[src/sv/csb_pkg.sv]
// Shared types and constants for the cross stencil blur.
// No dependencies; csb_ctrl, csb_out and the top use scoped names, the bench imports it.
`default_nettype none

package csb_pkg;

  localparam int DEF_MAX_RADIUS = 8;
  localparam int DEF_MAX_WIDTH  = 1024;
  localparam int DEF_MAX_HEIGHT = 1024;

  localparam int RADIUS_RST = 3;
  localparam int WIDTH_RST  = 640;
  localparam int HEIGHT_RST = 480;

  localparam int RADIUS_W   = 4;
  localparam int SIZE_W     = 11;
  localparam int CFG_IDX_W  = 2;
  localparam int CFG_DATA_W = 11;

  localparam logic [CFG_IDX_W-1:0] REG_RADIUS = 2'd0;
  localparam logic [CFG_IDX_W-1:0] REG_WIDTH  = 2'd1;
  localparam logic [CFG_IDX_W-1:0] REG_HEIGHT = 2'd2;

  localparam logic CMD_PIXEL = 1'b0;

  typedef struct packed {
    logic [7:0] ch_c;
    logic [7:0] ch_b;
    logic [7:0] ch_a;
  } pix_t;

  typedef struct packed {
    logic interior;
    logic last;
  } tag_t;

endpackage

`default_nettype wire

[src/sv/csb_if.sv]
// Valid/ready stream interfaces for the pixel input and result channels.
// Standalone; no package dependency.
`default_nettype none


interface csb_out_if;
  logic       valid;
  logic       ready;
  logic [7:0] out_a;
  logic [7:0] out_b;
  logic [7:0] out_c;
  logic       frame_end;

  modport source (output valid, out_a, out_b, out_c, frame_end, input ready);
  modport sink   (input valid, out_a, out_b, out_c, frame_end, output ready);
endinterface

`default_nettype wire

[src/sv/csb_out.sv]
// Four-point mean or pass-through, and the result word register.
// Depends on csb_pkg and csb_out_if.
`default_nettype none

module csb_out (
  input  logic              clk,
  input  logic              rst_n,
  input  logic              s2_vld,
  input  csb_pkg::tag_t     s2_tag,
  input  csb_pkg::pix_t     px_up,
  input  csb_pkg::pix_t     px_dn,
  input  csb_pkg::pix_t     px_lf,
  input  csb_pkg::pix_t     px_rt,
  input  csb_pkg::pix_t     px_ctr,
  output logic              out_en,
  csb_out_if.source         out_m
);

  function automatic logic [7:0] avg4(input logic [7:0] a, input logic [7:0] b,
                                      input logic [7:0] c, input logic [7:0] d);
    logic [9:0] s;
    s = 10'(a) + 10'(b) + 10'(c) + 10'(d);
    return s[9:2];
  endfunction

  logic       vld_r;
  logic [7:0] a_r, b_r, c_r;
  logic       last_r;
  logic [7:0] a_nxt, b_nxt, c_nxt;

  assign out_en = !vld_r || out_m.ready;

  always_comb begin
    if (s2_tag.interior) begin
      a_nxt = avg4(px_up.ch_a, px_dn.ch_a, px_lf.ch_a, px_rt.ch_a);
      b_nxt = avg4(px_up.ch_b, px_dn.ch_b, px_lf.ch_b, px_rt.ch_b);
      c_nxt = avg4(px_up.ch_c, px_dn.ch_c, px_lf.ch_c, px_rt.ch_c);
    end else begin
      a_nxt = px_ctr.ch_a;
      b_nxt = px_ctr.ch_b;
      c_nxt = px_ctr.ch_c;
    end
  end

  always_ff @(posedge clk) begin
    if (!rst_n) begin
      vld_r <= 1'b0;
    end else if (out_en) begin
      vld_r <= s2_vld;
    end
  end

  always_ff @(posedge clk) begin
    if (out_en) begin
      a_r    <= a_nxt;
      b_r    <= b_nxt;
      c_r    <= c_nxt;
      last_r <= s2_tag.last;
    end
  end

  assign out_m.valid     = vld_r;
  assign out_m.out_a     = a_r;
  assign out_m.out_b     = b_r;
  assign out_m.out_c     = c_r;
  assign out_m.frame_end = last_r;

endmodule

`default_nettype wire

[src/flat_wrapper.sv]
// flat-port wrapper written by rule: the top's interface ports become plain ports
module csb_out_flat 
  (clk, rst_n, s2_vld, s2_tag, px_up, px_dn, px_lf, px_rt, px_ctr, out_en, out_m_valid, out_m_out_a, out_m_out_b, out_m_out_c, out_m_frame_end, out_m_ready);
  csb_out_if out_m_i ();
  input  logic clk;
  input  logic rst_n;
  input  logic s2_vld;
  input  csb_pkg::tag_t s2_tag;
  input  csb_pkg::pix_t px_up;
  input  csb_pkg::pix_t px_dn;
  input  csb_pkg::pix_t px_lf;
  input  csb_pkg::pix_t px_rt;
  input  csb_pkg::pix_t px_ctr;
  output logic out_en;
  output wire logic [$bits(out_m_i.valid)-1:0] out_m_valid;
  output wire logic [$bits(out_m_i.out_a)-1:0] out_m_out_a;
  output wire logic [$bits(out_m_i.out_b)-1:0] out_m_out_b;
  output wire logic [$bits(out_m_i.out_c)-1:0] out_m_out_c;
  output wire logic [$bits(out_m_i.frame_end)-1:0] out_m_frame_end;
  input wire logic [$bits(out_m_i.ready)-1:0] out_m_ready;
  assign out_m_valid = out_m_i.valid;
  assign out_m_out_a = out_m_i.out_a;
  assign out_m_out_b = out_m_i.out_b;
  assign out_m_out_c = out_m_i.out_c;
  assign out_m_frame_end = out_m_i.frame_end;
  assign out_m_i.ready = out_m_ready;
  csb_out u_core (.clk(clk), .rst_n(rst_n), .s2_vld(s2_vld), .s2_tag(s2_tag), .px_up(px_up), .px_dn(px_dn), .px_lf(px_lf), .px_rt(px_rt), .px_ctr(px_ctr), .out_en(out_en), .out_m(out_m_i));
endmodule
[config.mk]
export PLATFORM = sky130hd
export DESIGN_NAME = csb_out_flat
export DESIGN_NICKNAME = d
export VERILOG_FILES = /design/src/sv/csb_pkg.sv /design/src/sv/csb_if.sv /design/src/sv/csb_out.sv /design/src/flat_wrapper.sv
export SDC_FILE = /design/constraint.sdc
export NUM_CORES = 1
export LEC_CHECK = 0
export ABC_CLOCK_PERIOD_IN_PS = 7900
export BUFFER_PORTS_ARGS = -buffer_cell sky130_fd_sc_hd__clkbuf_2
export CORE_MARGIN = 1.5
export CORE_UTILIZATION = 45
export CTS_BUF_LIST = sky130_fd_sc_hd__clkbuf_8
export DETAILED_ROUTE_END_ITERATION = 10
export PLACE_DENSITY = 0.76
export RECOVER_POWER = 100
export SLEW_MARGIN = 40
export SYNTH_ARGS = -nofsm -noshare
export SYNTH_HDL_FRONTEND = slang
export SYNTH_SLANG_ARGS = --single-unit
[constraint.sdc]
create_clock -name clk -period 7.9 [get_ports clk]
set_input_delay 1.58 -clock clk [delete_from_list [all_inputs] [get_ports clk]]
set_output_delay 1.58 -clock clk [all_outputs]
set_load 0.01 [all_outputs]
==> results <==
- The number of standard-cell rows in the floorplan is 32.
- The DRC violation count after routing is 0.
- Counting both buffers and inverters, the worst setup path holds a total of 3.
- For this run, the top clock speed supported by timing is 0.217 GHz.
- The number of global-route vias before repair came to roughly 3,200.
- Setup repair after global routing left no endpoint under its margin.
- The post-cts gate resize count is 0.
- The synthesized area is about 3600 um2.
- The number of distinct library cells after synthesis is 39.
- STA classifies the critical path startpoint as an input port.
- The setup TNS is 0 ns.
- The predominant post-synthesis flop cell is sky130_fd_sc_hd__edfxtp_1.
- In the synthesized netlist, the number of instances is approximately 400.
- In this run, CTS created clock tree buffers numbering 3.
- The slowest stage of the critical path belongs to the cell sky130_fd_sc_hd__clkbuf_1.
- Power spread over the standard cell area amounts to 200 nW/um2.
- The first global-routing pass estimated between 10 and 15 mm of wire.
- Of all nets on the critical path, the largest fanout is 27.
- The share of the synthesized area in the top cell type is 0.207.
- The clock net in this run drives a total of 26 sinks.
- By area the synthesized netlist is led by sky130_fd_sc_hd__edfxtp_1 21%, sky130_fd_sc_hd__ha_1 17%, sky130_fd_sc_hd__fa_1 15%.
- The worst pin sits at a relative slew slack of 0.0237.
- The critical path's largest stage delay is about 1.1 ns.
- The number of max-cap violations is 0.
- The initial antenna violation count is 0.
- For the worst setup path, the data required time is ~6.3 ns.
- The number of flops mapped to enable cells by yosys is 25.
- After the last flow step, the layout net total stands at 762.
- The worst setup path is captured at a primary output.
- At the end of the flow the core is filled with cells to 0.585.
- The min-delay analysis places its worst path in the category flip-flop to flip-flop.
- In the finished design, the share of the clock period the worst path needs comes to 0.583.
- The CTS tree is done.
- Dividing the detail-routed wire length by the instance count gives roughly 12 um.
- The clock input transition at the sequential cells of the worst setup and hold paths is approximately 0.1 ns.
- The largest net degree at the start of global routing is 28.
- The die covers 8620 um2.
- Leaving out fill and tap cells, the most frequent cells in the layout are 124 x sky130_fd_sc_hd__clkbuf_2, 102 x sky130_fd_sc_hd__inv_1, 48 x sky130_fd_sc_hd__ha_1.
- VDD sags by at most slightly below 0.0001 V.
- Wires add up to about 8 mm.
- The number of antenna diodes in the final layout is 0.
- Detailed placement finished with a half-perimeter wire length of 7.07 mm.
- Data arrives at the worst endpoint at just over 3 ns.
- The pre-antenna-repair detailed-routing pass consisted of 4 iterations.
- The die span in y is between 90 and 100 um.
- The count of buffers added by post-CTS timing repair for setup is 0.
- The number of logic stages on the critical path including buffering is 4.
- The total core area is just under 8000 um2.
- The horizontal extent of the die is between 90 and 100 um.
- Setup violations remaining at the end of the flow were counted as 0.
- CTS built an H-tree with a depth of 1.
- The worst setup path is of the input port to primary output kind.
- For the final database, setup skew stands at around 0.011 ns.
- The count of final max-slew check failures is 0.
- In this run, synthesis produced a sequential element count of 26.
- The most numerous cell on the critical path is sky130_fd_sc_hd__clkbuf_1.
- The Yosys step of the flow raised 0 warnings.
- The hold-fix buffer count after cts is 0.
- The final weighted congestion in routability-driven placement is 0.836.
- Leaving out fill and tap cells, the most frequent cell in the layout is sky130_fd_sc_hd__clkbuf_2.
- The worst-margin pin slew is roughly 1.5 ns.
- The clock passes through at most 2 buffers.
- The number of cells traversed by the worst hold path is 2.
- A synthesized cell averages between 8 and 9 um2.
- Clock tree synthesis selected as its root buffer the cell sky130_fd_sc_hd__clkbuf_8.
- The share of the Yosys chip area taken by registers is 0.212.
- During placement, the flow inserted port buffers numbering 152.
- The routed design could run at a clock period as short as 4.61 ns.
- The clock latency reported for the late side of the worst-skew pair is about 0.28 ns.
- The flow ran to the end, and the final reports show no timing, DRC or antenna violations.
- The net count after synthesis is around 610.
- For this block, the initial DRC count from the detailed router was 31.
- The final number of hold-violating endpoints came to 0.
- The leakage dissipation is roughly 0.0024 uW.
- Of all cell types, the one taking the most synthesized area is sky130_fd_sc_hd__edfxtp_1.
- The number of vias after detailed routing is between 3,000 and 4,000.
- The I/O pin total is approximately 150.
- Compared with the post-synthesis result, the final layout area differs by 25.1%.
- The initial utilization of the core area, before any placement, comes to 0.468.
- Of the cells placed in the final design, the portion with a size suffix greater than 1 is 0.266.
- The number of antenna-violating nets in the routed design is 0.
- Global routing finished with a remaining overflow of 0.
- The per-cell via count in the routed design is around 5.0.
- Among cell families on the critical path, the largest total delay comes from buffers and inverters.
- Counting cells, the worst reg-to-reg path comes to 2.
- The critical path goes through clkbuf_2 > nand2b_1 > clkbuf_1 > clkbuf_1.
- The total track usage is 0.182.
- In the synthesized netlist the async set-or-reset flop fraction comes to 0.
==> Yosys cell counts (3+ instances only) <==
library cell,count
sky130_fd_sc_hd__or2_2,3
sky130_fd_sc_hd__fa_1,27
sky130_fd_sc_hd__nor3_1,15
sky130_fd_sc_hd__o31a_1,4
sky130_fd_sc_hd__edfxtp_1,25
sky130_fd_sc_hd__nand2_1,16
sky130_fd_sc_hd__nand3_1,7
sky130_fd_sc_hd__xnor2_1,16
sky130_fd_sc_hd__or3_1,3
sky130_fd_sc_hd__mux2_2,14
sky130_fd_sc_hd__o21a_1,6
sky130_fd_sc_hd__a21oi_1,22
sky130_fd_sc_hd__o21ai_0,17
sky130_fd_sc_hd__a21o_1,4
sky130_fd_sc_hd__a211oi_1,9
sky130_fd_sc_hd__o21ai_1,3
sky130_fd_sc_hd__nor2b_1,5
sky130_fd_sc_hd__inv_1,102
sky130_fd_sc_hd__o21bai_1,5
sky130_fd_sc_hd__xor2_1,13
sky130_fd_sc_hd__a31o_2,3
sky130_fd_sc_hd__ha_1,48
sky130_fd_sc_hd__nor4_1,3
sky130_fd_sc_hd__nor2_1,13
==> layer usage <==
metal	global-route usage	vias to the layer above	wire length (um)
met5	0	-	0
met4	0.0505	0	139
met3	0.0378	12	529
met2	0.342	102	4060
met1	0.206	1497	3280
li1	-	1669	-
==> state kept, by name (all words and copies together) (netlist names) <==
name / cells
u_core.out_m.out_a: 8
u_core.out_m.out_b: 8
u_core.out_m.out_c: 8
u_core.out_m.frame_end: 1
u_core.out_m.valid: 1
==> layout make-up <==
type,count,area [um2]
fill,726,3220
inverter,102,383
sequential,26,771
tap,102,128
clock buffer,3,41.3
multi-input combinational,275,2460
clock inverter,1,30.0
timing repair buffer,153,729
==> worst min-delay path, cell delays in order (launching register included) <==
cell	delay, ns
sky130_fd_sc_hd__dfxtp_1	0.35
sky130_fd_sc_hd__nand2b_1	0.05
sky130_fd_sc_hd__clkbuf_1	0.57
==> power breakdown <==
part / total [uW] / switching (uW) / internal, uW
Clock: 112 / 44.7 / 67.8
Sequential: 229 / 14.9 / 214
Combinational: 569 / 303 / 266
==> stage by stage <==
stage          cells  power, uW  hold slack [ns]  worst slack, ns  instance area (um2)
3_5_place_dp     658        815            0.820             3.02                 4520
3_3_place_gp     658        791            0.822             3.16                 4520
4_1_cts          662        931            0.856             3.30                 4590
6_report         662        910             1.33             3.29                 4540
2_1_floorplan    406        648             1.23             3.37                 3630
5_1_grt          662        993             1.48             3.06                 4540
==> final timing paths <==
path	start	slack, ns	endpoint
max	out_m_ready	3.29	out_en
min reg2reg	u_core.out_m.valid	1.33	u_core.out_m.out_a[7]
max reg2reg	u_core.out_m.valid	6.05	u_core.out_m.out_b[3]
min	u_core.out_m.valid	1.33	u_core.out_m.out_a[7]
==> cells by family (layout without fill, tap and decap cells) <==
| kind of cell | count (synthesis) | in the layout | synth area share |
|---|---|---|---|
| flip-flops | 26 | 26 | 0.212 |
| AO/OA/AOI/OAI | 86 | 86 | 0.153 |
| multiplexers | 14 | 14 | 0.0434 |
| AND/OR/NAND/NOR | 71 | 71 | 0.0982 |
| adder cells (fa/ha/maj) | 75 | 75 | 0.314 |
| XOR/XNOR | 29 | 29 | 0.0699 |
| buffers and inverters | 105 | 259 | 0.109 |
No activity file was read; power rests on OpenSTA's default activity.
