`src/sv/csb_ram.sv`:
```
// Simple line store: one write port, N_RD registered read ports, read-first.
// No package dependency.
`default_nettype none

module csb_ram #(
  parameter  int DEPTH  = 16,
  parameter  int DATA_W = 24,
  parameter  int N_RD   = 1,
  localparam int ADDR_W = $clog2(DEPTH)
) (
  input  logic              clk,
  input  logic              wr_en,
  input  logic [ADDR_W-1:0] wr_addr,
  input  logic [DATA_W-1:0] wr_data,
  input  logic              rd_en,
  input  logic [ADDR_W-1:0] rd_addr [N_RD],
  output logic [DATA_W-1:0] rd_data [N_RD]
);

  logic [DATA_W-1:0] mem_r     [DEPTH];
  logic [DATA_W-1:0] rd_data_r [N_RD];

  always_ff @(posedge clk) begin
    if (wr_en) begin
      mem_r[wr_addr] <= wr_data;
    end
    if (rd_en) begin
      for (int i = 0; i < N_RD; i++) begin
        rd_data_r[i] <= mem_r[rd_addr[i]];
      end
    end
  end

  assign rd_data = rd_data_r;

endmodule

`default_nettype wire

```
`config.mk`:
```
export PLATFORM = sky130hd
export DESIGN_NAME = csb_ram
export DESIGN_NICKNAME = d
export VERILOG_FILES = /design/src/sv/csb_ram.sv
export SDC_FILE = /design/constraint.sdc
export NUM_CORES = 1
export LEC_CHECK = 0
export BUFFER_PORTS_ARGS = -buffer_cell sky130_fd_sc_hd__clkbuf_2
export CORE_MARGIN = 4
export CORE_UTILIZATION = 35
export DETAILED_ROUTE_END_ITERATION = 10
export GPL_ROUTABILITY_DRIVEN = 0
export HOLD_SLACK_MARGIN = 0.05
export SLEW_MARGIN = 10
export SYNTH_ARGS = -nofsm -noshare
export SYNTH_HDL_FRONTEND = slang
export SYNTH_SLANG_ARGS = --single-unit
```
`constraint.sdc`:
```
create_clock -name clk -period 2.6 [get_ports clk]
set_input_delay 0.13 -clock clk [delete_from_list [all_inputs] [get_ports clk]]
set_output_delay 0.13 -clock clk [all_outputs]
set_load 0.1 [all_outputs]
```
==> flow_metrics.tcl, run 1 <==
set metrics [dict create \
    critical_path.max_stage_delay_ps 490 \
    fp.dieW_um 216 \
    yosys-top-cells-count "edfxtp_1, mux4_2, a22oi_1" \
    critPathTopFamily "buffers and inverters" \
    start_kind "register" \
    synthesis.yosys.warnings 0 \
    fmax_ghz 0.636 \
    nNetsFinal 799 \
    grt_usage 0.145 \
    ys_seq_elements 408 \
    cts-root-buf "clkbuf_16" \
    period_minus_slack_ps 1570 \
    drtPass1Iterations 5 \
    cts_tree "done" \
    end_kind "output port" \
    critPathMaxFanout 1 \
    outcome "finished, final reports clean" \
    postSynthCellCount 636 \
    clock-sinks 408 \
    tns_ps 0 \
    grt_pass1_wl_mm 49.9 \
    ios 59 \
    post-cts-setup-buffers 0 \
    relSlewSlack 0.622 \
    fp.coreArea_sq_um 43000 \
    clock_path_buffers 3 \
    synth_seq_area_share 0.808 \
    numCtsBuffers 43 \
    synth-edff-count 408 \
    use_met3 0.0363 \
    drt-total-wl_mm 33.2 \
    die-area_sq_um 46700 \
    antenna_found_initial 0 \
    fin_skew_ps 9.36 \
    diodes 0 \
    setup_violations 0 \
    gr-max-usage-layer "met2" \
    slew_viol_final 0 \
    cts_resized 0 \
    vias 6953 \
    netlist_area_sq_um 15200 \
    dp_hpwl_mm 18.5 \
    cp_cell_sequence "clkbuf_2" \
    critPathKind "register to output port" \
    rsz0062_at_grt "false" \
    syn2layout_area_growth_pct 19.1 \
    min_period_over_period 0.605 \
    via_per_inst 5.03 \
    overflow 0 \
    netlist.area_leader.share 0.808 \
    hold_buffers 24 \
    tightest_slew_ps 570 \
    fp.dieH_um 216 \
    drv_cap 0 \
    ys_top_cells_by_area "edfxtp_1, mux4_2, a22oi_1" \
    cp.buffers_inverters 1 \
    grt.met2_usage 0.220 \
    required_ps 2470 \
    synth_top_cell_by_area "edfxtp_1" \
    drive_gt1_frac 0.334 \
    totalPowerFinal_mw 14.1 \
    grt_start_max_net_pins 34 \
    drtIter0Drc 723 \
    rows 76 \
    ant_nets 0 \
    clk_latency_ps 550 \
    worstHoldPathType "input pin to register" \
    clkSlewWorstSetupHoldPaths_ps 60 \
    syn-num-nets 671 \
    critPathSlowestCell "clkbuf_2" \
    first_global_vias 7380 \
    synth-main-ff-cell "edfxtp_1" \
    holdWs_ps 193 \
    wl_per_cell_um 24.1 \
    synth-async-reset-ratio 0 \
    p_leak_nw 5.76 \
    portBuffers 58 \
    remaining_drc_errors 0 \
    postSynthAreaPerCell_sq_um 23.9 \
    ys_types 15 \
    h-tree-depth 2 \
    critPathArrivalTime_ps 1440 \
    ir_drop_mv 0.407 \
    gr-usage-met1 0.214 \
    p_per_area_nw_per_um2 783 \
    synth.most_common_cell "edfxtp_1" \
    hold_violations 0 \
    initial_core_util 0.353 \
]
[routing by layer]
layer  up-vias  routed length [um]
li1       2991                   -
met1      3725               15500
met2       197               15400
met3        40                1870
met4         0                 492
met5         -                   0
[area by class of cell]
cell class / instances / area [sq um]
flip-flops and latches: 408 / 12300
multi-input cells: 195 / 2870
fillers: 3761 / 24900
clock buffers: 56 / 1170
well taps: 585 / 732
repair buffers: 116 / 895
clock inverters: 21 / 155
[flip-flops by register name, indices dropped and copies added, names as in the netlist]
name	cells
rd_data	24
mem_r	384
[kinds of logic after synthesis]
kind of cell	after synthesis	share of synthesized area
flip-flops	408	0.808
buffers and inverters	33	0.0115
AO/OA/AOI/OAI	48	0.0238
AND/OR/NAND/NOR	51	0.0147
multiplexers	96	0.143
[power breakdown]
| part | internal, mW | switching (mW) | total (mW) | leakage, nW |
|---|---|---|---|---|
| Combinational | 0.294 | 0.624 | 0.919 | 1.41 |
| Clock | 3.36 | 2.41 | 5.76 | 0.648 |
| Sequential | 7.41 | 0.0449 | 7.46 | 3.71 |
| Total | 11.1 | 3.07 | 14.1 | 5.76 |
[final timing paths]
| path | startpoint | end | slack (ps) | cells past startpoint |
|---|---|---|---|---|
| worst max-delay path | rd_data[4] | rd_data[4] | 1030 | 1 |
| worst min-delay path | rd_en | rd_data[23] | 190 | 2 |
| worst max register to register | mem_r[3][2] | rd_data[2] | 1120 | 3 |
| worst min register to register | mem_r[14][3] | rd_data[3] | 740 | 3 |
[through the flow]
step           instances  worst slack, ps   util  area, sq um
2_1_floorplan        636              153      -        15200
3_3_place_gp        1280              661  0.384        16500
3_5_place_dp        1280              664  0.384        16500
4_1_cts             1381              984  0.420        18100
5_1_grt             1381              976  0.420        18100
6_report            1381             1030  0.420        18100
[layout by cell type (no fill, tap or decap)]
| cell | count |
|---|---|
| buf_6 | 1 |
| clkinv_2 | 8 |
| clkbuf_1 | 11 |
| dlygate4sd3_1 | 24 |
| nand3b_1 | 2 |
| clkbuf_16 | 45 |
| nor3_2 | 3 |
| mux4_2 | 96 |
| buf_12 | 8 |
| clkinv_1 | 8 |
| nand2b_1 | 2 |
| or3b_2 | 1 |
| buf_4 | 27 |
| a22oi_1 | 48 |
| clkinvlp_4 | 1 |
| nor2_4 | 12 |
| nor2b_2 | 2 |
| nand2_1 | 25 |
| nor3_4 | 1 |
| and2_1 | 1 |
| bufinv_16 | 2 |
| clkbuf_2 | 56 |
| edfxtp_1 | 408 |
| clkinv_4 | 2 |
| nand3_1 | 1 |
| nor2_2 | 1 |
(Power assumes the default switching activity.)
==> inputs of run 2 (changes only) <==
Clock period 2.6 ns to 1.55 ns, I/O delays scaled along.
==> flow_metrics.tcl, run 2 (same netlist as run 1, synthesis figures left out) <==
set metrics [dict create \
    fmax_ghz 0.669 \
    critPathTopFamily "buffers and inverters" \
    tightest_slew_ps 1050 \
    required_ps 1470 \
    grt_pass1_wl_mm 48.9 \
    holdWs_ps 163 \
    clkSlewWorstSetupHoldPaths_ps 60 \
    wl_per_cell_um 22.9 \
    r2r_slack_ps 90 \
    fp.dieW_um 216 \
    relSlewSlack 0.295 \
    drv_cap 0 \
    dp_hpwl_mm 19.4 \
    vias 7001 \
    grt_usage 0.140 \
    gr-usage-met1 0.196 \
    fin_skew_ps 11.1 \
    largest_reg_flops 384 \
    rows 76 \
    critical_path.max_stage_delay_ps 480 \
    use_met3 0.0296 \
    die-area_sq_um 46700 \
    critPathSlowestCell "clkbuf_2" \
    cp.buffers_inverters 1 \
    clock_path_buffers 3 \
    fp.coreArea_sq_um 43000 \
    hold_violations 0 \
    drtIter0Drc 592 \
    syn2layout_area_growth_pct 21.3 \
    p_leak_nw 5.91 \
    multi_input_area_sq_um 2900 \
    seq_area_sq_um 12300 \
    critPathArrivalTime_ps 1420 \
    gr-max-usage-layer "met2" \
    h-tree-depth 2 \
    p_per_area_nw_per_um2 1240 \
    numCtsBuffers 40 \
    ir_drop_mv 0.673 \
    startpoint "rd_data[22]" \
    min_period_over_period 0.965 \
    power_switching_mw 4.98 \
    critPathKind "register to output port" \
    clk_latency_ps 530 \
    path_depth 1 \
    rsz0062_at_grt "false" \
    outcome "finished, final reports clean" \
    ff2ff_path_depth 3 \
    worstHoldPathType "input pin to register" \
    ant_nets 0 \
    start_kind "register" \
    timing.rr.end "rd_data[13]" \
    fill_cells 3752 \
    setup_violations 0 \
    drive_gt1_frac 0.352 \
    via_per_inst 4.99 \
    nNetsFinal 824 \
    p_sw_frac 0.218 \
    endpoint "rd_data[22]" \
    drt-total-wl_mm 32.2 \
    cts-root-buf "clkbuf_16" \
    portBuffers 58 \
    remaining_drc_errors 0 \
    grt.met2_usage 0.226 \
    fp.dieH_um 216 \
    grt_start_max_net_pins 25 \
    tns_ps 0 \
    rr_startpoint "mem_r[3][13]" \
    intPower_mw 17.9 \
    ios 59 \
    seqPwrFrac 0.548 \
    post-route-util 0.428 \
    first_global_vias 7529 \
    end_kind "output port" \
    initial_core_util 0.353 \
    hp-start "wr_addr[0]" \
    antenna_found_initial 2 \
    final_cell_mix "edfxtp_1, mux4_2, clkbuf_2" \
    top_register "mem_r" \
    cp_cell_sequence "clkbuf_2" \
    clock-sinks 408 \
    comb_power_share 0.072 \
    period_minus_slack_ps 1500 \
    layout_commonest_cell "edfxtp_1" \
    slew_viol_final 0 \
    critPathMaxFanout 1 \
    power.share.clock 0.381 \
    drtPass1Iterations 5 \
    cts_tree "done" \
    overflow 0 \
]
run 2: changes by cell type in the layout (fill, tap and decap cells not counted), sizes merged:
cell,before,now
diode,0,1
buf,36,64
clkinv,18,19
dlygate4sd3,24,25
bufinv,2,0
clkbuf,112,105
inv,0,2
clkinvlp,1,0
run 2: worst min-delay path by stage:
stage,endpoint,slack [ps],cells after the start
2_1_floorplan,mem_r[0][0],180,0
3_3_place_gp,mem_r[14][19],480,1
3_5_place_dp,mem_r[12][18],490,1
4_1_cts,mem_r[0][2],150,3
5_1_grt,mem_r[0][2],160,3
6_report,mem_r[0][2],160,3
run 2: final cells by class:
| class | instances | share of cell area |
|---|---|---|
| sequential | 408 | 0.666 |
| multi-input combinational | 195 | 0.157 |
| timing repair buffer | 144 | 0.0738 |
| clock buffer | 50 | 0.0576 |
| tap | 585 | 0.0398 |
| clock inverter | 21 | 0.00544 |
| antenna | 1 | 0.000136 |
run 2: timing repair:
item / in CTS / in global routing
endpoints found under the hold margin: 392 / 0
resized for setup: 0 / 2
endpoints found under the setup margin: 0 / 2
buffers inserted: 0 / 0
hold buffers: 25 / 0
run 2: power groups by stage:
stage	registers (mW)	logic [mW]	clock network, mW
after floorplan	13.1	0.607	0
after global placement	12.7	1.59	0
after detailed placement	12.7	1.61	0
after CTS	12.5	1.67	8.95
after global routing	12.5	1.75	9.38
final	12.5	1.63	8.70
run 2: routing by layer:
layer / part of all wire / wire, um
met1: 0.44 / 14100
met2: 0.49 / 15800
met3: 0.053 / 1710
met4: 0.020 / 652
met5: 0.00022 / 7
run 2: stage by stage:
stage               setup WS [ps]  area [sq um]  std cells  power (mW)
floorplan                    -208         15200        636        13.7
global placement             -164         17000       1307        14.3
detailed placement           -199         17000       1307        14.4
CTS                          7.31         18400       1403        23.1
global route                 5.38         18400       1403        23.7
finish                       54.2         18400       1404        22.8
==> inputs of run 3 (changes only) <==
Settings changed: CORE_MARGIN 4 to not set.
==> flow_metrics.tcl, run 3 (same netlist as run 1, synthesis figures left out) <==
set metrics [dict create \
    totalPowerFinal_mw 23.2 \
    relSlewSlack 0.401 \
    post-route-util 0.438 \
    clock_path_buffers 3 \
    final_cell_mix "edfxtp_1, mux4_2, clkbuf_2" \
    rr_startpoint "mem_r[11][13]" \
    outcome "finished, final reports clean" \
    remaining_drc_errors 0 \
    fmax_ghz 0.669 \
    multi_input_area_sq_um 2900 \
    cp_cell_sequence "clkbuf_2" \
    cts_tree "done" \
    grt_usage 0.150 \
    ir_drop_mv 0.777 \
    largest_reg_flops 384 \
    fp.dieH_um 210 \
    drtPass1Iterations 5 \
    wl_met2_mm 16.0 \
    hold_violations 0 \
    fill_cells 3591 \
    fin_skew_ps 20.6 \
    grt_pass1_wl_mm 47.7 \
    ff2ff_path_depth 3 \
    period_minus_slack_ps 1500 \
    p_per_area_nw_per_um2 1250 \
    cp.buffers_inverters 1 \
    portBuffers 58 \
    critical_path.max_stage_delay_ps 480 \
    drtIter0Drc 677 \
    die-area_sq_um 44200 \
    critPathSlowestCell "clkbuf_2" \
    slew_viol_final 0 \
    seq_area_sq_um 12300 \
    p_leak_nw 5.94 \
    initial_core_util 0.358 \
    maxUsedRoutingLayer "met5" \
    post-cts-setup-buffers 0 \
    start_kind "register" \
    critPathTopFamily "buffers and inverters" \
    h-tree-depth 2 \
    required_ps 1470 \
    critPathArrivalTime_ps 1420 \
    via_per_inst 4.99 \
    top_register "mem_r" \
    overflow 0 \
    rsz0062_at_grt "false" \
    clk_latency_ps 540 \
    fp.dieW_um 210 \
    startpoint "rd_data[3]" \
    critPathKind "register to output port" \
    drive_gt1_frac 0.343 \
    numCtsBuffers 41 \
    drv_cap 0 \
    rows 75 \
    tightest_slew_ps 897 \
    vias 6945 \
    ant_nets 0 \
    diodes 0 \
    dp_hpwl_mm 17.9 \
    worstHoldPathType "input pin to register" \
    endpoint "rd_data[3]" \
    r2r_slack_ps 110 \
    wl_met3_mm 1.76 \
    first_global_vias 7390 \
    critPathMaxFanout 1 \
    layout_commonest_cell "edfxtp_1" \
    wl_per_cell_um 23.2 \
    grt_start_max_net_pins 26 \
    path_depth 1 \
    antenna_found_initial 4 \
    holdWs_ps 144 \
    ios 59 \
    clkSlewWorstSetupHoldPaths_ps 60 \
    cts-root-buf "clkbuf_16" \
    end_kind "output port" \
    clock-sinks 408 \
    fp.coreArea_sq_um 42300 \
    drt-total-wl_mm 32.2 \
    wl_met1_mm 13.8 \
    syn2layout_area_growth_pct 22.2 \
    timing.rr.end "rd_data[13]" \
    min_period_over_period 0.965 \
    nNetsFinal 817 \
    setup_violations 0 \
]
-- run 3: cell types whose count changed in the layout (fill, tap and decap cells not counted), sizes merged --
cell    previous run  this run
buf               64        55
diode              1         0
inv                2         1
bufinv             0         1
clkbuf           105       110
-- run 3: layout make-up --
cell class | instances | share of cell area
Clock buffer | 54 | 0.0603
Timing Repair Buffer | 136 | 0.0769
Tap cell | 577 | 0.0389
Sequential cell | 408 | 0.661
Clock inverter | 21 | 0.00641
Multi-Input combinational cell | 195 | 0.156
-- run 3: how the worst min path moves through the flow --
| stage | from | to | slack, ps | cells after the start |
|---|---|---|---|---|
| detailed placement | wr_data[23] | mem_r[6][23] | 500 | 1 |
| CTS | wr_addr[1] | mem_r[0][23] | 130 | 3 |
| floorplan | wr_data[0] | mem_r[0][0] | 180 | 0 |
| global route | wr_addr[1] | mem_r[0][23] | 140 | 3 |
| global placement | wr_data[0] | mem_r[11][0] | 470 | 1 |
| finish | wr_addr[1] | mem_r[0][4] | 140 | 3 |
-- run 3: power breakdown --
| part | internal [mW] | total, mW | switching (mW) | leakage [nW] |
|---|---|---|---|---|
| combinational | 0.588 | 1.64 | 1.05 | 1.62 |
| clock | 5.23 | 9.10 | 3.87 | 0.608 |
| sequential | 12.4 | 12.5 | 0.0719 | 3.71 |
-- run 3: timing repair --
item / in CTS / in global routing
endpoints found under the setup margin: 1 / 0
hold endpoints to repair: 408 / 0
gates resized for setup: 1 / 0
hold buffers: 25 / 0
-- run 3: per-layer routing --
layer	vias to the layer above	track usage
li1	3023	-
met1	3690	0.198
met2	170	0.251
met3	54	0.0319
met4	8	0.0448
met5	-	0
-- run 3: stage by stage --
stage | instances | setup slack, ps | setup TNS, ps | cell area [sq um]
after floorplan | 636 | -208 | -48130 | 15200
after detailed placement | 1291 | -121 | -876 | 17000
after CTS | 1391 | 29.8 | 0 | 18500
after global routing | 1391 | 16.0 | 0 | 18500
after global placement | 1291 | -106 | -706 | 17000
final | 1391 | 54.1 | 0 | 18500
