<file path="src/sv/csb_pkg.sv">
// Shared types and constants for the cross stencil blur.
// No dependencies; csb_ctrl, csb_out and the top use scoped names, the bench imports it.
`default_nettype none

package csb_pkg;

  localparam int DEF_MAX_RADIUS = 8;
  localparam int DEF_MAX_WIDTH  = 1024;
  localparam int DEF_MAX_HEIGHT = 1024;

  localparam int RADIUS_RST = 3;
  localparam int WIDTH_RST  = 640;
  localparam int HEIGHT_RST = 480;

  localparam int RADIUS_W   = 4;
  localparam int SIZE_W     = 11;
  localparam int CFG_IDX_W  = 2;
  localparam int CFG_DATA_W = 11;

  localparam logic [CFG_IDX_W-1:0] REG_RADIUS = 2'd0;
  localparam logic [CFG_IDX_W-1:0] REG_WIDTH  = 2'd1;
  localparam logic [CFG_IDX_W-1:0] REG_HEIGHT = 2'd2;

  localparam logic CMD_PIXEL = 1'b0;

  typedef struct packed {
    logic [7:0] ch_c;
    logic [7:0] ch_b;
    logic [7:0] ch_a;
  } pix_t;

  typedef struct packed {
    logic interior;
    logic last;
  } tag_t;

endpackage

`default_nettype wire

</file>
<file path="src/sv/csb_ctrl.sv">
// Config registers, frame counters and ring address generation.
// Depends on csb_pkg; feeds the line stores and the read stage.
`default_nettype none

module csb_ctrl #(
  parameter  int MAX_RADIUS = csb_pkg::DEF_MAX_RADIUS,
  parameter  int MAX_WIDTH  = csb_pkg::DEF_MAX_WIDTH,
  parameter  int MAX_HEIGHT = csb_pkg::DEF_MAX_HEIGHT,
  localparam int DEPTH      = 2 * MAX_RADIUS * MAX_WIDTH + MAX_RADIUS + 1,
  localparam int ADDR_W     = $clog2(DEPTH)
) (
  input  logic                             clk,
  input  logic                             rst_n,
  input  logic                             cfg_we,
  input  logic [csb_pkg::CFG_IDX_W-1:0]    cfg_idx,
  input  logic [csb_pkg::CFG_DATA_W-1:0]   cfg_data,
  input  logic                             in_valid,
  input  logic                             in_cmd,
  input  csb_pkg::pix_t                    in_pix,
  input  logic                             s1_en,
  output logic                             s1_vld,
  output csb_pkg::tag_t                    s1_tag,
  output logic [ADDR_W-1:0]                s1_ctr,
  output logic [ADDR_W-1:0]                s1_up,
  output logic [ADDR_W-1:0]                s1_dn,
  output logic [ADDR_W-1:0]                s1_lf,
  output logic [ADDR_W-1:0]                s1_rt,
  output logic                             wr_en,
  output logic [ADDR_W-1:0]                wr_addr,
  output csb_pkg::pix_t                    wr_data
);

  localparam int R_W   = $clog2(MAX_RADIUS + 1);
  localparam int W_W   = $clog2(MAX_WIDTH + 1);
  localparam int H_W   = $clog2(MAX_HEIGHT + 1);
  localparam int COL_W = $clog2(MAX_WIDTH);
  localparam int ROW_W = $clog2(MAX_HEIGHT);
  localparam int LAG_W = $clog2(MAX_RADIUS * MAX_WIDTH + MAX_RADIUS + 1);
  localparam int CNT_W = $clog2(MAX_WIDTH * MAX_HEIGHT + 1);

  localparam int R_RST = (csb_pkg::RADIUS_RST > MAX_RADIUS) ? MAX_RADIUS : csb_pkg::RADIUS_RST;
  localparam int W_RST = (csb_pkg::WIDTH_RST > MAX_WIDTH) ? MAX_WIDTH : csb_pkg::WIDTH_RST;
  localparam int H_RST = (csb_pkg::HEIGHT_RST > MAX_HEIGHT) ? MAX_HEIGHT : csb_pkg::HEIGHT_RST;

  localparam logic [ADDR_W:0] DEPTH_X = (ADDR_W + 1)'(DEPTH);

  function automatic int unsigned clamp_val(input int unsigned v, input int unsigned hi);
    if (v < 1) return 1;
    else if (v > hi) return hi;
    else return v;
  endfunction

  function automatic logic [ADDR_W-1:0] add_mod(input logic [ADDR_W-1:0] a,
                                                input logic [ADDR_W-1:0] b);
    logic [ADDR_W:0] s;
    s = {1'b0, a} + {1'b0, b};
    if (s >= DEPTH_X) s = s - DEPTH_X;
    return s[ADDR_W-1:0];
  endfunction

  function automatic logic [ADDR_W-1:0] sub_mod(input logic [ADDR_W-1:0] a,
                                                input logic [ADDR_W-1:0] b);
    logic [ADDR_W:0] s;
    s = {1'b0, a} - {1'b0, b};
    if (a < b) s = s + DEPTH_X;
    return s[ADDR_W-1:0];
  endfunction

  function automatic logic [ADDR_W-1:0] inc_mod(input logic [ADDR_W-1:0] a);
    if (32'(a) == DEPTH - 1) return '0;
    else return a + ADDR_W'(1);
  endfunction

  logic [R_W-1:0]   rad_r, rad_nxt;
  logic [W_W-1:0]   wid_r, wid_nxt;
  logic [H_W-1:0]   hgt_r, hgt_nxt;
  logic [LAG_W-1:0] rw_r, rw_nxt;
  logic [LAG_W-1:0] lag_r, lag_nxt;
  logic [CNT_W-1:0] total_r, total_nxt;

  logic [CNT_W-1:0]  in_cnt_r, in_cnt_nxt;
  logic [CNT_W-1:0]  out_cnt_r, out_cnt_nxt;
  logic [ROW_W-1:0]  out_row_r, out_row_nxt;
  logic [COL_W-1:0]  out_col_r, out_col_nxt;
  logic [ADDR_W-1:0] wptr_r, wptr_nxt;
  logic [ADDR_W-1:0] rptr_r, rptr_nxt;

  logic              s1_vld_r;
  csb_pkg::tag_t     s1_tag_r;
  logic [ADDR_W-1:0] s1_ctr_r, s1_up_r, s1_dn_r, s1_lf_r, s1_rt_r;

  logic        cfg_hit;
  logic        acc, pix, take, emit, last, interior, col_wrap;
  logic [31:0] guard;
  logic [ADDR_W-1:0] rw_a, r_a;

  // config writes; derived products follow the new values in the same cycle
  always_comb begin
    rad_nxt = rad_r;
    wid_nxt = wid_r;
    hgt_nxt = hgt_r;
    if (cfg_we) begin
      if (cfg_idx == csb_pkg::REG_RADIUS) begin
        rad_nxt = R_W'(clamp_val(32'(cfg_data[csb_pkg::RADIUS_W-1:0]), MAX_RADIUS));
      end else if (cfg_idx == csb_pkg::REG_WIDTH) begin
        wid_nxt = W_W'(clamp_val(32'(cfg_data[csb_pkg::SIZE_W-1:0]), MAX_WIDTH));
      end else if (cfg_idx == csb_pkg::REG_HEIGHT) begin
        hgt_nxt = H_W'(clamp_val(32'(cfg_data[csb_pkg::SIZE_W-1:0]), MAX_HEIGHT));
      end
    end
    rw_nxt    = LAG_W'(rad_nxt) * LAG_W'(wid_nxt);
    lag_nxt   = rw_nxt + LAG_W'(rad_nxt);
    total_nxt = CNT_W'(wid_nxt) * CNT_W'(hgt_nxt);
  end

  assign cfg_hit = cfg_we && (cfg_idx == csb_pkg::REG_RADIUS ||
                              cfg_idx == csb_pkg::REG_WIDTH  ||
                              cfg_idx == csb_pkg::REG_HEIGHT);

  assign acc  = in_valid && s1_en;
  assign pix  = (in_cmd == csb_pkg::CMD_PIXEL);
  assign take = acc && pix && (in_cnt_r < total_r);

  always_comb begin
    if (take) begin
      emit = (32'(in_cnt_r) >= 32'(lag_r));
    end else begin
      emit = acc && (in_cnt_r == total_r) && (out_cnt_r < total_r);
    end
  end

  assign last     = (32'(out_cnt_r) + 32'd1 == 32'(total_r));
  assign guard    = 32'(rad_r) + 32'd1;
  assign interior = (32'(out_row_r) >= guard) && (32'(out_row_r) + guard < 32'(hgt_r)) &&
                    (32'(out_col_r) >= guard) && (32'(out_col_r) + guard < 32'(wid_r));
  assign col_wrap = (32'(out_col_r) + 32'd1 >= 32'(wid_r));

  assign rw_a = ADDR_W'(rw_r);
  assign r_a  = ADDR_W'(rad_r);

  always_comb begin
    in_cnt_nxt  = in_cnt_r;
    wptr_nxt    = wptr_r;
    out_cnt_nxt = out_cnt_r;
    rptr_nxt    = rptr_r;
    out_row_nxt = out_row_r;
    out_col_nxt = out_col_r;
    if (take) begin
      in_cnt_nxt = in_cnt_r + CNT_W'(1);
      wptr_nxt   = inc_mod(wptr_r);
    end
    if (emit) begin
      out_cnt_nxt = out_cnt_r + CNT_W'(1);
      rptr_nxt    = inc_mod(rptr_r);
      if (col_wrap) begin
        out_col_nxt = '0;
        out_row_nxt = out_row_r + ROW_W'(1);
      end else begin
        out_col_nxt = out_col_r + COL_W'(1);
      end
    end
    if (cfg_hit || (emit && last)) begin
      in_cnt_nxt  = '0;
      wptr_nxt    = '0;
      out_cnt_nxt = '0;
      rptr_nxt    = '0;
      out_row_nxt = '0;
      out_col_nxt = '0;
    end
  end

  always_ff @(posedge clk) begin
    if (!rst_n) begin
      rad_r     <= R_W'(R_RST);
      wid_r     <= W_W'(W_RST);
      hgt_r     <= H_W'(H_RST);
      rw_r      <= LAG_W'(R_RST * W_RST);
      lag_r     <= LAG_W'(R_RST * W_RST + R_RST);
      total_r   <= CNT_W'(W_RST * H_RST);
      in_cnt_r  <= '0;
      out_cnt_r <= '0;
      out_row_r <= '0;
      out_col_r <= '0;
      wptr_r    <= '0;
      rptr_r    <= '0;
      s1_vld_r  <= 1'b0;
    end else begin
      rad_r     <= rad_nxt;
      wid_r     <= wid_nxt;
      hgt_r     <= hgt_nxt;
      rw_r      <= rw_nxt;
      lag_r     <= lag_nxt;
      total_r   <= total_nxt;
      in_cnt_r  <= in_cnt_nxt;
      out_cnt_r <= out_cnt_nxt;
      out_row_r <= out_row_nxt;
      out_col_r <= out_col_nxt;
      wptr_r    <= wptr_nxt;
      rptr_r    <= rptr_nxt;
      if (s1_en) begin
        s1_vld_r <= emit;
      end
    end
  end

  always_ff @(posedge clk) begin
    if (s1_en) begin
      s1_tag_r <= '{interior: interior, last: last};
      s1_ctr_r <= rptr_r;
      s1_up_r  <= sub_mod(rptr_r, rw_a);
      s1_dn_r  <= add_mod(rptr_r, rw_a);
      s1_lf_r  <= sub_mod(rptr_r, r_a);
      s1_rt_r  <= add_mod(rptr_r, r_a);
    end
  end

  assign s1_vld  = s1_vld_r;
  assign s1_tag  = s1_tag_r;
  assign s1_ctr  = s1_ctr_r;
  assign s1_up   = s1_up_r;
  assign s1_dn   = s1_dn_r;
  assign s1_lf   = s1_lf_r;
  assign s1_rt   = s1_rt_r;
  assign wr_en   = take;
  assign wr_addr = wptr_r;
  assign wr_data = in_pix;

endmodule

`default_nettype wire

</file>
<file path="config.mk">
export PLATFORM = sky130hd
export DESIGN_NAME = csb_ctrl
export DESIGN_NICKNAME = d
export VERILOG_FILES = /design/src/sv/csb_pkg.sv /design/src/sv/csb_ctrl.sv
export SDC_FILE = /design/constraint.sdc
export NUM_CORES = 1
export LEC_CHECK = 0
export BUFFER_PORTS_ARGS = -buffer_cell sky130_fd_sc_hd__buf_4
export CORE_ASPECT_RATIO = 1.1
export CORE_MARGIN = 5
export CORE_UTILIZATION = 40
export CTS_CLUSTER_DIAMETER = 100
export DETAILED_ROUTE_END_ITERATION = 8
export GPL_TIMING_DRIVEN = 0
export PLACE_DENSITY = 0.65
export SLEW_MARGIN = 5
export SYNTH_ARGS = -nofsm -noshare
export SYNTH_HDL_FRONTEND = slang
export SYNTH_SLANG_ARGS = --single-unit
export TNS_END_PERCENT = 30
</file>
<file path="constraint.sdc">
create_clock -name clk -period 7.9 [get_ports clk]
set_input_delay 1.58 -clock clk [delete_from_list [all_inputs] [get_ports clk]]
set_output_delay 1.58 -clock clk [all_outputs]
set_load 0.01 [all_outputs]
</file>
==> flow_summary.toml, run 1 <==
[placed_design]
gp_congestion = 0.908
place_area_mm2 = 0.0231
dpl.hpwl_um = 49300
io_buffer_count = 136
place_inst = 3312

[sta]
max_freq_ghz = 0.131
hold_viol = 0
worst_pin_slew_ns = 1.12
skew_ns = 0.0165
relSlewSlack_pct = 24.7
finalCriticalPeriod_ns = 7.64
fin_crit_sh_pct = 96.7
slew_violations = 0
holdWs_ns = 0.484
setup_viol = 0

[die]
dieArea_mm2 = 0.0579
ios = 161
start_util_pct = 40.5
core_mm2 = 0.0525
die_h_um = 252
num_rows = 88
die_x_um = 230

[synthesis]
syn-num-nets = 2883
synth_edf_count = 77
yosysWarnings = 0
syn_inst = 2501
syn_area_mm2 = 0.0213
ys_seq_area_share_pct = 26.7
ys.flop_type = "dfxtp_1"
ys_async_sr_fraction_pct = 0
syn_area_per_cell_um2 = 8.51
ys_ff_latch = 245
ys_types = 77

[clock_network]
clkTransAtPathRegs_ns = 0.06
clock_path_buffers = 3
cts-root-buf = "clkbuf_16"
htreeDepth = 1
numCtsBuffers = 26
hold_buffers = 0
cts_tree = "built"
cts_sinks = 245
insertion_delay_ns = 0.56

[global_route]
track_usage_pct = 20.4
gr-usage-met3_pct = 2.82
use_met1_pct = 26.3
grt_pass1_wl_um = 96200
grt-busiest-layer = "met2"
grt.overflow.total = 0
use_met2_pct = 34.8
grt_pass1_vias = 18100
antenna_found_initial = 0
grt_max_degree = 81

[layout]
antenna_cells = 0
layout-drive-gt1-share_pct = 9.83
fill_cells = 5123
final_cells = 3360
syn_to_final_growth_pct = 13.2
nets = 3047
post-route-util_pct = 45.9
fin_area_mm2 = 0.0241

[worst_setup_path]
worst_r2r_path_depth = 21
path_max_fanout = 10
cp-end-kind = "flip-flop"
cp_data_required_time_ns = 8.33
crit_path_start_kind = "primary input"
critPathKind = "primary input to flip-flop"
cp.arrival_ns = 8.06
worstSetupStartpoint = "cfg_idx[0]"
reg2reg_from = "wid_r[10]"

[drt]
wire_per_inst_um = 18.0
routed_wl_um = 60500
drtIter0Drc = 1130
via_count = 17900
postRouteAntennaNets = 0
drc = 0
viasPerCell = 5.33
first_pass_iters = 5

[status]
run_status = "finished, final reports clean"

[run]
max-cap-violations = 0

[hold_path]
min_path_type = "flip-flop to flip-flop"
min_from = "rptr_r[14]"
hold_depth = 0

[power_and_ir_drop]
power_density_mw_per_mm2 = 141
ir_drop_mv = 0.151
p_leak_nw = 10.7
-- where the power goes --
part,internal (mW),switching (mW)
combinational,0.312,0.471
clock,0.679,0.531
sequential,1.36,0.0487
total,2.35,1.05
-- sequential cells by signal (all words and copies together), names as in the netlist, 15 cells and up --
name,flops
in_cnt_r,21
out_cnt_r,21
total_r,21
rptr_r,15
s1_ctr,15
s1_dn,15
s1_lf,15
s1_rt,15
s1_up,15
wr_addr,15
-- metal layers --
metal,share of wire (%),vias to the layer above
li1,-,8735
met1,43,8557
met2,47,515
met3,5.8,108
met4,4.0,0
met5,0,-
-- synthesized netlist by cell type (20+ instances only) --
cell type	number	area share (%)
nor2_1	279	4.9
inv_1	262	4.6
ha_1	235	14
nand2_1	235	4.1
dfxtp_1	168	16
xnor2_1	154	6.3
fa_1	104	9.8
a21oi_1	101	2.4
xor2_1	91	3.7
edfxtp_1	77	11
o21ai_0	73	1.7
clkbuf_1	69	1.2
nand3_1	68	1.6
nor3_1	54	1.3
o21a_1	37	1.3
nand4_1	36	1.1
nor2b_1	35	1.0
a21o_1	32	1.1
and2_1	29	0.85
or3_1	29	0.85
and3_1	27	0.79
nand2b_1	25	0.74
buf_4	24	0.85
nor4_1	24	0.71
o21ai_1	20	0.47
-- path summary, 6_finish.rpt --
| check | endpoint | slack, ns |
|---|---|---|
| setup reg to reg | total_r[19] | 1.66 |
| hold / removal | s1_ctr[14] | 0.48 |
| hold reg to reg | s1_ctr[14] | 0.48 |
| setup / recovery | total_r[19] | 0.26 |
-- what timing repair did --
item                                    4_1_cts  5_1_grt
endpoints found under the setup margin        2        4
gates resized for setup                       4       32
setup buffers                                 0        3
pin swaps                                     0        1
-- cell usage in the layout (no fill, tap or decap), drive strengths merged, types with 29 or more instances in the layout --
cell / n
xnor2: 154
nand4: 36
xor2: 91
dfxtp: 168
or3: 29
o21ai: 93
and2: 29
o21a: 37
a21o: 32
edfxtp: 77
fa: 104
nor2: 279
nand3: 68
clkbuf: 104
nor3: 54
ha: 235
inv: 264
a21oi: 101
nand2: 235
nor2b: 35
buf: 182
-- cell type report --
class | count | area [um2] | area share [%]
sequential | 245 | 5680 | 23.6
inverter | 263 | 987 | 4.10
clock buffer | 36 | 728 | 3.02
multi-input combinational | 1879 | 14200 | 58.8
clock inverter | 12 | 105 | 0.436
tap | 675 | 845 | 3.51
timing repair buffer | 139 | 1040 | 4.33
buffer | 111 | 536 | 2.22
-- worst max-delay path, cell delays in order --
cell and delay, ns:
buf_4 0.14, nand3b_1 0.21, clkbuf_2 0.30, clkbuf_2 0.29, o21a_1 0.45, nor2_1 0.13
fa_1 0.54, fa_1 0.46, fa_1 0.56, fa_1 0.55, inv_1 0.05, fa_1 0.55
inv_1 0.05, ha_1 0.36, a21oi_1 0.15, nor2b_1 0.05, o21ai_0 0.17, nand2b_1 0.11
a21oi_1 0.25, a21boi_1 0.23, o21ai_0 0.17, and4b_1 0.22, or4_1 0.49
-- through the flow --
step / setup slack, ns / TNS (ns) / power, mW
floorplan: 0.337 / 0 / 1.94
global placement: -0.624 / -1.98 / 2.20
detailed placement: -0.751 / -2.67 / 2.21
CTS: 0.0613 / 0 / 3.43
global route: -0.000746 / -0.000746 / 3.59
finish: 0.264 / 0 / 3.40
-- kinds of logic (layout without fill, tap and decap cells) --
kind of cell | count (synthesis) | after routing | synth area share, %
compound gates | 367 | 367 | 11.1
xor+xnor | 245 | 245 | 10.1
fa+ha+maj | 340 | 340 | 23.7
buf+inv | 377 | 561 | 7.17
flops | 245 | 245 | 26.7
mux | 16 | 16 | 0.812
simple gates | 911 | 911 | 20.5
No activity file was read; power rests on OpenSTA's default activity.
==> inputs of run 2 (changes only) <==
clock period = 6.7 ns   (was 7.9 ns; I/O delays follow)
==> flow_summary.toml, run 2 (synthesis results as in run 1) <==
[worst_setup_path]
critPathKind = "primary input to flip-flop"
reg2reg_slack_ns = 1.20
cp_num_buf_inv = 6
crit_end = "total_r[19]"
timing.rr.end = "total_r[18]"
cp_common_cell = "fa_1"
cpLargestDelayFamily = "adder cells"
cp_data_required_time_ns = 7.15
path_max_fanout = 10
cp-end-kind = "flip-flop"
reg2reg_from = "wid_r[1]"
crit_path_start_kind = "primary input"
cp.arrival_ns = 7.01
cp.depth = 22
worst_r2r_path_depth = 19
max_stage_delay_ns = 0.56
worstSetupStartpoint = "cfg_idx[1]"
crit_slowest_cell = "or4_4"
path_cells = "buf_4 > nand3b_1 > buf_8 > clkbuf_8 > o21ai_4 > nand2_1 > fa_1 > fa_1 > inv_1 > ha_1 > fa_1 > inv_1 > fa_1 > inv_1 > ha_1 > a21boi_1 > o21ai_1 > a21oi_2 > a21boi_2 > o21ai_2 > nor4_1 > or4_4"

[global_route]
track_usage_pct = 20.4
grt_pass1_vias = 18200
grt_pass1_wl_um = 96500
antenna_found_initial = 0
grt.overflow.total = 0
grt_max_degree = 81

[drt]
postRouteAntennaNets = 0
drtIter0Drc = 1072
via_count = 18200
drc = 0
wire_per_inst_um = 18.0
viasPerCell = 5.34
first_pass_iters = 6
routed_wl_um = 61200

[clock_network]
cts_sinks = 245
clkTransAtPathRegs_ns = 0.07
hold_buffers = 0
insertion_delay_ns = 0.58
numCtsBuffers = 28
htreeDepth = 1
clock_path_buffers = 3
cts_tree = "built"
cts-root-buf = "clkbuf_16"

[sta]
max_freq_ghz = 0.152
slew_violations = 0
relSlewSlack_pct = 11.8
skew_ns = 0.0157
worst_pin_slew_ns = 1.31
hold_viol = 0
fin_crit_sh_pct = 98.0
setup_viol = 0
finalCriticalPeriod_ns = 6.56
holdWs_ns = 0.474

[hold_path]
min_path_type = "flip-flop to flip-flop"

[die]
die_h_um = 252
die_x_um = 230
start_util_pct = 40.5
dieArea_mm2 = 0.0579
ios = 161
core_mm2 = 0.0525
num_rows = 88

[layout]
fill_cells = 4959
final_cell_mix = "273 x nor2_1, 261 x inv_1, 232 x ha_1"
layout-drive-gt1-share_pct = 13.6
nets = 3087
syn_to_final_growth_pct = 17.5
reg_top3 = "in_cnt_r: 21 flops, out_cnt_r: 21 flops, total_r: 21 flops"
antenna_cells = 0
layout_commonest_cell = "nor2_1"

[power_and_ir_drop]
p_leak_nw = 11.1
ir_drop_mv = 0.186
power_mw = 4.30
power_density_mw_per_mm2 = 172

[placed_design]
io_buffer_count = 136
dpl.hpwl_um = 47900
gp_congestion = 0.894

[status]
run_status = "finished, final reports clean"

[run]
max-cap-violations = 0
## run 2: how the worst min path moves through the flow
stage | depth (start not counted) | slack [ns] | from | end
2_1_floorplan | 0 | 0.41 | rptr_r[14] | s1_ctr[14]
3_3_place_gp | 0 | 0.43 | rptr_r[14] | s1_ctr[14]
3_5_place_dp | 0 | 0.46 | rptr_r[14] | s1_ctr[14]
4_1_cts | 0 | 0.48 | rptr_r[14] | s1_ctr[14]
5_1_grt | 0 | 0.49 | rptr_r[14] | s1_ctr[14]
6_report | 0 | 0.47 | rptr_r[14] | s1_ctr[14]
## run 2: repair_timing
action                                  4_1_cts  5_1_grt
pin swaps                                     5       31
endpoints found under the setup margin        7        4
gates resized for setup                      53       48
setup buffers                                14       24
hold endpoints to repair                      0        0
## run 2: worst reg2reg max path: stages, from the launching register on
cell and delay [ns]:
dfxtp_1 0.34, nand2_1 0.13, o21a_2 0.32, nor2_2 0.08
fa_1 0.52, fa_1 0.59, fa_2 0.47, fa_1 0.50
inv_1 0.06, fa_1 0.53, inv_1 0.06, ha_4 0.29
and4_1 0.21, and2_4 0.17, nand3_1 0.09, o21ai_2 0.24
nor4b_4 0.08, or3_4 0.37, xor2_4 0.19, nand2_2 0.11
## run 2: power breakdown
| part | switching [mW] | total, mW | internal (mW) |
|---|---|---|---|
| Clock | 0.684 | 1.65 | 0.967 |
| Combinational | 0.589 | 0.991 | 0.402 |
| Sequential | 0.0496 | 1.66 | 1.61 |
| Total | 1.32 | 4.30 | 2.98 |
## run 2: metal layers
metal | vias up | global-route usage, % | wire [um]
met5 | - | 0 | 0
met4 | 0 | 7.58 | 2530
met3 | 121 | 1.91 | 2840
met2 | 457 | 37.2 | 30600
met1 | 8776 | 25.0 | 25300
li1 | 8819 | - | -
## run 2: through the flow
stage	instance area, um2	TNS (ns)	utilization, %	worst slack (ns)	instances
2_1_floorplan	21400	-0.0299	-	-0.0299	2501
4_1_cts	24600	0	46.9	0.0370	3378
3_5_place_dp	23300	-8.23	44.4	-1.38	3312
3_3_place_gp	23300	-7.91	44.4	-1.36	3312
6_report	25000	0	47.6	0.137	3402
5_1_grt	25000	-0.0310	47.6	-0.0208	3402
## run 2: cell type report
| type | instances | area [um2] | share of cell area (%) |
|---|---|---|---|
| clock buffers | 28 | 701 | 2.80 |
| clock inverters | 24 | 292 | 1.17 |
| repair buffers | 174 | 1310 | 5.24 |
| plain buffers | 114 | 614 | 2.46 |
| well taps | 675 | 845 | 3.38 |
| flip-flops and latches | 245 | 5680 | 22.7 |
| multi-input cells | 1879 | 14600 | 58.3 |
| inverters | 263 | 987 | 3.95 |
